`src/rtl/ihtd_pkg.sv`:
```
// shared types and constants for the interrupt handler table dispatch block
// no dependencies

package ihtd_pkg;

  localparam int TABLE_ENTRIES = 16;
  localparam int IDX_W = (TABLE_ENTRIES > 1) ? $clog2(TABLE_ENTRIES) : 1;
  localparam int CNT_W = $clog2(TABLE_ENTRIES + 1);

  localparam int IRQ_W = 10;
  localparam int HID_W = 16;
  localparam int ACK_W = 32;
  localparam int LIMIT_W = 11;
  localparam int STATUS_W = 3;

  localparam logic [IRQ_W-1:0] ID_NONE = 10'h3FF;
  localparam logic [IRQ_W-1:0] ID_SPURIOUS = 10'h3FE;

  typedef enum logic [1:0] {
    ACT_REGISTER = 2'd0,
    ACT_REMOVE   = 2'd1,
    ACT_DISPATCH = 2'd2,
    ACT_UNUSED   = 2'd3
  } action_t;

  typedef enum logic [STATUS_W-1:0] {
    ST_OK      = 3'd0,
    ST_NULL    = 3'd1,
    ST_RANGE   = 3'd2,
    ST_OTHER   = 3'd3,
    ST_FULL    = 3'd4,
    ST_MISSING = 3'd5
  } status_t;

  typedef enum logic [1:0] {
    S_IDLE,
    S_SCAN,
    S_DONE
  } state_t;

  typedef struct packed {
    logic [IRQ_W-1:0] irq;
    logic [HID_W-1:0] handler;
  } entry_t;

  // per-cell load controls
  typedef struct packed {
    logic take_next;
    logic load;
  } cell_ctl_t;

endpackage

```
`src/rtl/ihtd_cell.sv`:
```
// one table cell: holds an entry, takes its neighbor's entry or a new one
// depends on ihtd_pkg

module ihtd_cell
  import ihtd_pkg::*;
(
  input  logic      clk,
  input  cell_ctl_t ctl,
  input  entry_t    next_entry,
  input  entry_t    new_entry,
  output entry_t    entry
);

  always_ff @(posedge clk) begin
    if (ctl.load) begin
      entry <= new_entry;
    end else if (ctl.take_next) begin
      entry <= next_entry;
    end
  end

endmodule

```
`src/rtl/interrupt_handler_table_dispatch.sv`:
```
// interrupt handler table with dispatch: row of entry cells plus sequencer
// depends on ihtd_pkg and ihtd_cell
// sequence: start moves the sequencer to S_SCAN, the scan passes every table
//   entry past the head cell, S_DONE decides and registers the result, then done rises
// a new item is taken only in S_IDLE (busy low); the table scan rotates the
//   cell ring once, one entry past the head cell per cycle
// reset: entry count, irq limit and sequencer cleared; table contents undefined
// results are shown for one cycle on done; the receiver cannot stall

module interrupt_handler_table_dispatch
  import ihtd_pkg::*;
(
  input  logic                clk,
  input  logic                rst,
  // command side
  input  logic                start,
  output logic                busy,
  input  logic [1:0]          action,
  input  logic [IRQ_W-1:0]    irq,
  input  logic [HID_W-1:0]    handler_id,
  input  logic                code_present,
  input  logic [ACK_W-1:0]    ack_word,
  // result side
  output logic                done,
  output logic [STATUS_W-1:0] status,
  output logic                call_valid,
  output logic [HID_W-1:0]    call_handler,
  output logic [IRQ_W-1:0]    call_irq,
  output logic                eoi_valid,
  output logic [ACK_W-1:0]    eoi_word,
  output logic                claimed,
  // configuration
  input  logic                cfg_valid,
  output logic                cfg_ready,
  input  logic [LIMIT_W-1:0]  cfg_data
);

  state_t state, state_next;

  // item registers captured on accept
  action_t            act;
  logic [IRQ_W-1:0]   key;
  logic [HID_W-1:0]   hid;
  logic               code;
  logic [ACK_W-1:0]   ack;

  logic [LIMIT_W-1:0] irq_limit;
  logic [CNT_W-1:0]   entry_count;

  // scan bookkeeping
  logic [IDX_W-1:0]   scan_idx;
  logic               found;
  logic [IDX_W-1:0]   pos;
  logic [HID_W-1:0]   hit_handler;

  entry_t    cells [TABLE_ENTRIES];
  cell_ctl_t ctl   [TABLE_ENTRIES];
  entry_t    new_entry;

  logic accept;
  logic scan_last;
  logic key_in_range;
  logic do_append;
  logic do_remove;

  // result next values
  status_t          status_next;
  logic             call_valid_next;
  logic [HID_W-1:0] call_handler_next;
  logic [IRQ_W-1:0] call_irq_next;
  logic             eoi_valid_next;
  logic [ACK_W-1:0] eoi_word_next;
  logic             claimed_next;

  assign accept    = start && !busy;
  assign busy      = (state != S_IDLE);
  assign cfg_ready = 1'b1;
  assign scan_last = (scan_idx == IDX_W'(TABLE_ENTRIES - 1));
  assign new_entry = '{irq: key, handler: hid};

  // a zero limit makes every number out of range, which the compare covers
  assign key_in_range = ({1'b0, key} < irq_limit);

  // ring of cells: during the scan every cell takes its upper neighbor and the
  // top cell wraps from cell 0, so cell 0 shows entry k while scan_idx is k and the
  // ring is back in place after a full turn. a remove shifts the tail down by
  // one above the hit position; an append loads the cell at the fill count.
  for (genvar i = 0; i < TABLE_ENTRIES; i++) begin : g_cell
    if (i < TABLE_ENTRIES - 1) begin : g_mid
      assign ctl[i].take_next = (state == S_SCAN) ||
                                (do_remove && (IDX_W'(i) >= pos));
    end else begin : g_top
      assign ctl[i].take_next = (state == S_SCAN);
    end
    assign ctl[i].load = do_append && (entry_count == CNT_W'(i));

    ihtd_cell u_cell (
      .clk        (clk),
      .ctl        (ctl[i]),
      .next_entry (cells[(i + 1) % TABLE_ENTRIES]),
      .new_entry  (new_entry),
      .entry      (cells[i])
    );
  end

  // sequencer state register
  always_ff @(posedge clk) begin
    if (rst) begin
      state <= S_IDLE;
    end else begin
      state <= state_next;
    end
  end

  always_comb begin
    state_next = state;
    case (state)
      S_IDLE: begin
        if (accept) state_next = S_SCAN;
      end
      S_SCAN: begin
        if (scan_last) state_next = S_DONE;
      end
      S_DONE: begin
        state_next = S_IDLE;
      end
      default: begin
        state_next = S_IDLE;
      end
    endcase
  end

  // decision made once the scan has seen every entry
  always_comb begin
    status_next       = ST_OK;
    call_valid_next   = 1'b0;
    call_handler_next = '0;
    call_irq_next     = '0;
    eoi_valid_next    = 1'b0;
    eoi_word_next     = '0;
    claimed_next      = 1'b0;
    do_append         = 1'b0;
    do_remove         = 1'b0;
    if (state == S_DONE) begin
      case (act)
        ACT_REGISTER: begin
          if (hid == '0 || !code) begin
            status_next = ST_NULL;
          end else if (!key_in_range) begin
            status_next = ST_RANGE;
          end else if (found) begin
            // same pair again is fine, another handler owns it otherwise
            status_next = (hit_handler == hid) ? ST_OK : ST_OTHER;
          end else if (entry_count >= CNT_W'(TABLE_ENTRIES)) begin
            status_next = ST_FULL;
          end else begin
            do_append = 1'b1;
          end
        end
        ACT_REMOVE: begin
          if (hid == '0) begin
            status_next = ST_NULL;
          end else if (!key_in_range) begin
            status_next = ST_RANGE;
          end else if (!found) begin
            status_next = ST_MISSING;
          end else begin
            do_remove = 1'b1;
          end
        end
        ACT_DISPATCH: begin
          // spurious and no-pending ids are dropped without an eoi
          if (key != ID_NONE && key != ID_SPURIOUS) begin
            eoi_valid_next = 1'b1;
            eoi_word_next  = ack;
            if (key_in_range) begin
              claimed_next = 1'b1;
              if (found) begin
                call_valid_next   = 1'b1;
                call_handler_next = hit_handler;
                call_irq_next     = key;
              end
            end
          end
        end
        default: begin
          // unused action: all fields stay zero
        end
      endcase
    end
  end

  // item capture
  always_ff @(posedge clk) begin
    if (accept) begin
      act  <= action_t'(action);
      key  <= (action_t'(action) == ACT_DISPATCH) ? ack_word[IRQ_W-1:0] : irq;
      hid  <= handler_id;
      code <= code_present;
      ack  <= ack_word;
    end
  end

  // scan counter and first-hit tracking at the head cell
  always_ff @(posedge clk) begin
    if (rst) begin
      scan_idx <= '0;
      found    <= 1'b0;
    end else if (accept) begin
      scan_idx <= '0;
      found    <= 1'b0;
    end else if (state == S_SCAN) begin
      scan_idx <= scan_idx + IDX_W'(1);
      if (!found && cells[0].irq == key && CNT_W'(scan_idx) < entry_count) begin
        found <= 1'b1;
      end
    end
  end

  always_ff @(posedge clk) begin
    if (state == S_SCAN && !found && cells[0].irq == key &&
        CNT_W'(scan_idx) < entry_count) begin
      pos         <= scan_idx;
      hit_handler <= cells[0].handler;
    end
  end

  // fill count and line limit
  always_ff @(posedge clk) begin
    if (rst) begin
      entry_count <= '0;
      irq_limit   <= '0;
    end else begin
      if (do_append) begin
        entry_count <= entry_count + CNT_W'(1);
      end else if (do_remove) begin
        entry_count <= entry_count - CNT_W'(1);
      end
      if (cfg_valid && cfg_ready) begin
        irq_limit <= cfg_data;
      end
    end
  end

  // done strobe (high for one cycle) and result registers
  always_ff @(posedge clk) begin
    if (rst) begin
      done <= 1'b0;
    end else begin
      done <= (state == S_DONE);
    end
  end

  always_ff @(posedge clk) begin
    if (state == S_DONE) begin
      status       <= status_next;
      call_valid   <= call_valid_next;
      call_handler <= call_handler_next;
      call_irq     <= call_irq_next;
      eoi_valid    <= eoi_valid_next;
      eoi_word     <= eoi_word_next;
      claimed      <= claimed_next;
    end
  end

  // checks
  assert property (@(posedge clk) disable iff (rst) done |-> $past(state == S_DONE))
    else $error("done strobe without a finished item");

  assert property (@(posedge clk) disable iff (rst)
    entry_count <= CNT_W'(TABLE_ENTRIES))
    else $error("entry count beyond table size");

  assert property (@(posedge clk) disable iff (rst)
    (done && call_valid) |-> (claimed && eoi_valid))
    else $error("handler call without claim and eoi");

  assert property (@(posedge clk) disable iff (rst) !(do_append && do_remove))
    else $error("append and remove in the same cycle");

endmodule
```
`config.mk`:
```
export PLATFORM = sky130hd
export DESIGN_NAME = interrupt_handler_table_dispatch
export DESIGN_NICKNAME = d
export VERILOG_FILES = /design/src/rtl/ihtd_pkg.sv /design/src/rtl/ihtd_cell.sv /design/src/rtl/interrupt_handler_table_dispatch.sv
export SDC_FILE = /design/constraint.sdc
export NUM_CORES = 1
export LEC_CHECK = 0
export BUFFER_PORTS_ARGS = -buffer_cell sky130_fd_sc_hd__buf_2
export CORE_UTILIZATION = 60
export DETAILED_ROUTE_END_ITERATION = 10
export PLACE_DENSITY = 0.81
export RECOVER_POWER = 50
export SLEW_MARGIN = 20
export SYNTH_ARGS = -nofsm -noshare
export SYNTH_HDL_FRONTEND = slang
export SYNTH_SLANG_ARGS = --single-unit
```
`constraint.sdc`:
```
create_clock -name clk -period 10.4 [get_ports clk]
set_clock_uncertainty 0.1 [all_clocks]
set_input_delay 0.52 -clock clk [delete_from_list [all_inputs] [get_ports clk]]
set_output_delay 0.52 -clock clk [all_outputs]
set_load 0.02 [all_outputs]
```
==> summary.md <==
| Metric | Value |
|---|---|
| Final worst slack | `2840 ps` |
| Dpl hpwl | `32000 um` |
| Global Route Usage Sum | `26.4%` |
| Die Ht | `208 um` |
| Failing checks | `capacitance limit, slew limit` |
| Die width | `208 um` |
| Share of cells above drive strength 1 | `29.7%` |
| Clk Latency, worst-skew pair | `600 ps` |
| Slew margin rel. | `-154%` |
| Worst hold path class | `in -> reg` |
| Number of slew-limit violations in the final report | `354` |
| Layout Nets | `1673` |
| Final Instance Count excl. Fillers | `2150` |
| Clock buffer depth | `3` |
| Number of buffers created by CTS | `56` |
| Critical Path Sink Type | `flop` |
| Core area | `41300 um^2` |
| Synthesis-to-finish area growth | `9.09%` |
| Pwr Density | `177 nW/um^2` |
| Peak VDD IR | `115 uV` |
| Ys async rst share | `0%` |
| Critical Path RT | `10470 ps` |
| Worst hold path startpoint | `ack_word[21]` |
| PortBufs | `141` |
| Setup crit end | `g_cell[12].u_cell.entry[7]` |
| Placer Congestion | `0.851` |
| Worst Tran Pin Value | `3800 ps` |
| Post-Syn Area | `25400 um^2` |
| Dpl cells | `2028` |
| Worst R2R Path Depth | `8` |
| Vias in the first global route | `13.6k` |
| Largest net degree at the start of global routing | `67` |
| Final Setup Violations | `0` |
| Yosys reg bits | `585` |
| Setup bufs post-CTS | `0` |
| Clock Pin Slew Worst Setup and Hold Paths | `70 ps` |
| Period utilization | `72.7%` |
| GR Overflow Total | `0` |
| Syn Area/Cell | `17.6 um^2` |
| Initial Utilization | `61.4%` |
| R2r endpoint | `g_cell[12].u_cell.entry[7]` |
| Yosys warnings | `0` |
| Pre-antenna DRT Iters | `5` |
| Pleak | `9.57 nW` |
| Fill cells | `2717` |
| CTS tree | `built` |
| CP Max Fanout | `66` |
| Syn Inst Count | `1443` |
| Drt first-iter violations | `1593` |
| Top FF cell, synth | `edfxtp_1` |
| Pre-CTS WS | `5070 ps` |
| Setup_tns | `0 ps` |
| Commonest non-fill, non-tap cell in the layout | `edfxtp_1` |
| Clock Sinks | `585` |
| Status | `finished with violations` |
| Most frequent cells in the layout | `edfxtp_1, mux2_2, clkbuf_1` |
| Crit. Startpoint | `state[1]` |
| Fmax | `0.132 GHz` |
| # rows | `74` |
| Synth top area share | `66.4%` |
| Yosys cell types | `51` |
| # diodes | `0` |
| CTS root buf | `clkbuf_16` |
| Startpoint Class | `flop` |
| # H-tree levels | `2` |
| Wirelength per Cell | `26.5 um` |
| First-pass GRT wire length | `85500 um` |
| Total Power | `4.90 mW` |
| Ranking of synthesized cells by area | `edfxtp_1, mux2_2, mux2_4` |
| Final wirelength | `57000 um` |
| Synth area leader | `edfxtp_1` |
| Setup CP Type | `reg -> reg` |
| Unrepaired setup endpoints after global routing | `false` |
| I/O Pins | `143` |
| Register area share after synthesis | `68.3%` |
| Final Hold Viols | `0` |
| DRC viols | `0` |
| Reg2reg start | `state[1]` |
| Area of the die | `43100 um^2` |
| Syn_nets | `1537` |
| Post-layout minimum cycle time | `7560 ps` |
| R2r setup slk | `2840 ps` |
| Final ANT Viol Nets | `0` |
| Max Cap Viol | `10` |
| Drt via density | `6.19` |
| EDFF count, synth | `561` |
| Vias | `13.3k` |
| Antenna violations before repair | `1` |
| WP data arrival | `7630 ps` |
==> area by class of cell <==
type,instances,area (um^2),area share [%]
clock buffers,72,1460,5.28
clock inverters,25,131,0.475
inverters,19,71.3,0.258
multi-input cells,721,6980,25.2
flip-flops and latches,585,17300,62.6
well taps,532,666,2.40
repair buffers,196,1040,3.77
==> routing by layer <==
metal  track usage [%]  vias up  routed length (um)
met5                 0        -                  13
met2              45.0      607               28500
li1                  -     5788                   -
met4              6.77        2                1140
met3              4.01       86                4040
met1              35.9     6832               23300
==> metrics by stage <==
step,hold WS [ps],instance area (um^2),util (%)
after floorplan,320,25400,-
after global placement,331,26300,63.7
after detailed placement,340,26300,63.7
after CTS,0.146,28100,68.2
after global routing,1.23,27700,67.0
final,15.3,27700,67.0
==> synthesized netlist by cell type, types with 5 or more instances <==
| library cell | instances |
|---|---|
| mux2_1 | 21 |
| mux2i_1 | 11 |
| nand2_1 | 20 |
| edfxtp_1 | 561 |
| nand4_1 | 11 |
| mux2_2 | 311 |
| inv_1 | 19 |
| nand3_1 | 12 |
| and2_1 | 35 |
| xnor2_1 | 27 |
| a21oi_1 | 16 |
| clkbuf_1 | 52 |
| and3_1 | 30 |
| buf_4 | 11 |
| buf_1 | 5 |
| a21o_1 | 8 |
| dfxtp_1 | 24 |
| ha_1 | 18 |
| nor2_1 | 25 |
| o21ai_0 | 12 |
| o211ai_1 | 9 |
| nor4_1 | 7 |
| buf_2 | 23 |
| buf_6 | 23 |
| mux2_4 | 94 |
| or3_1 | 6 |
| nand2b_1 | 5 |
==> cell families after synthesis <==
group | Yosys count | synth area share, %
AOI/OAI and AO/OA | 53 | 1.33
xor gates and xnor gates | 29 | 1.00
adders and majority gates | 18 | 0.888
buffers and inverters | 137 | 3.16
DFF | 585 | 68.3
muxes | 437 | 20.7
other | 1 | 0.0148
and+or+nand+nor | 183 | 4.59
==> flip-flops by register name, summed over array words and instances, names as in the netlist, 2 cells and up <==
| signal | cells |
|---|---|
| g_cell.u_cell.entry | 416 |
| ack | 32 |
| eoi_word | 32 |
| call_handler | 16 |
| hid | 16 |
| hit_handler | 16 |
| irq_limit | 11 |
| call_irq | 10 |
| key | 10 |
| entry_count | 5 |
| pos | 4 |
| scan_idx | 4 |
| status | 3 |
| act | 2 |
| state | 2 |
==> worst min-delay path by stage <==
| stage | to | slack (ps) | cells past startpoint |
|---|---|---|---|
| global route | ack[21] | 1 | 1 |
| floorplan | hit_handler[0] | 320 | 0 |
| detailed placement | hit_handler[2] | 340 | 0 |
| CTS | ack[21] | 0.1 | 1 |
| finish | ack[21] | 20 | 1 |
| global placement | hit_handler[0] | 330 | 0 |
==> critical path, stage by stage (launching register included) <==
cell	delay, ps
dfxtp_1	350
nor2b_2	140
clkbuf_1	2550
and3b_4	590
nand3_1	320
or3_1	460
clkbuf_1	800
o211ai_1	390
clkbuf_1	1400
==> power breakdown <==
part	total, mW	internal, mW	switching (mW)
Sequential	2.80	2.73	0.0650
Combinational	0.266	0.109	0.157
Clock	1.84	0.986	0.852
Total	4.90	3.82	1.07
==> repair_timing <==
action	in CTS	in global routing
endpoints found under the hold margin	25	0
setup endpoints to repair	0	0
hold buffers	25	0
gates resized for setup	0	0
No activity file was read; power rests on OpenSTA's default activity.
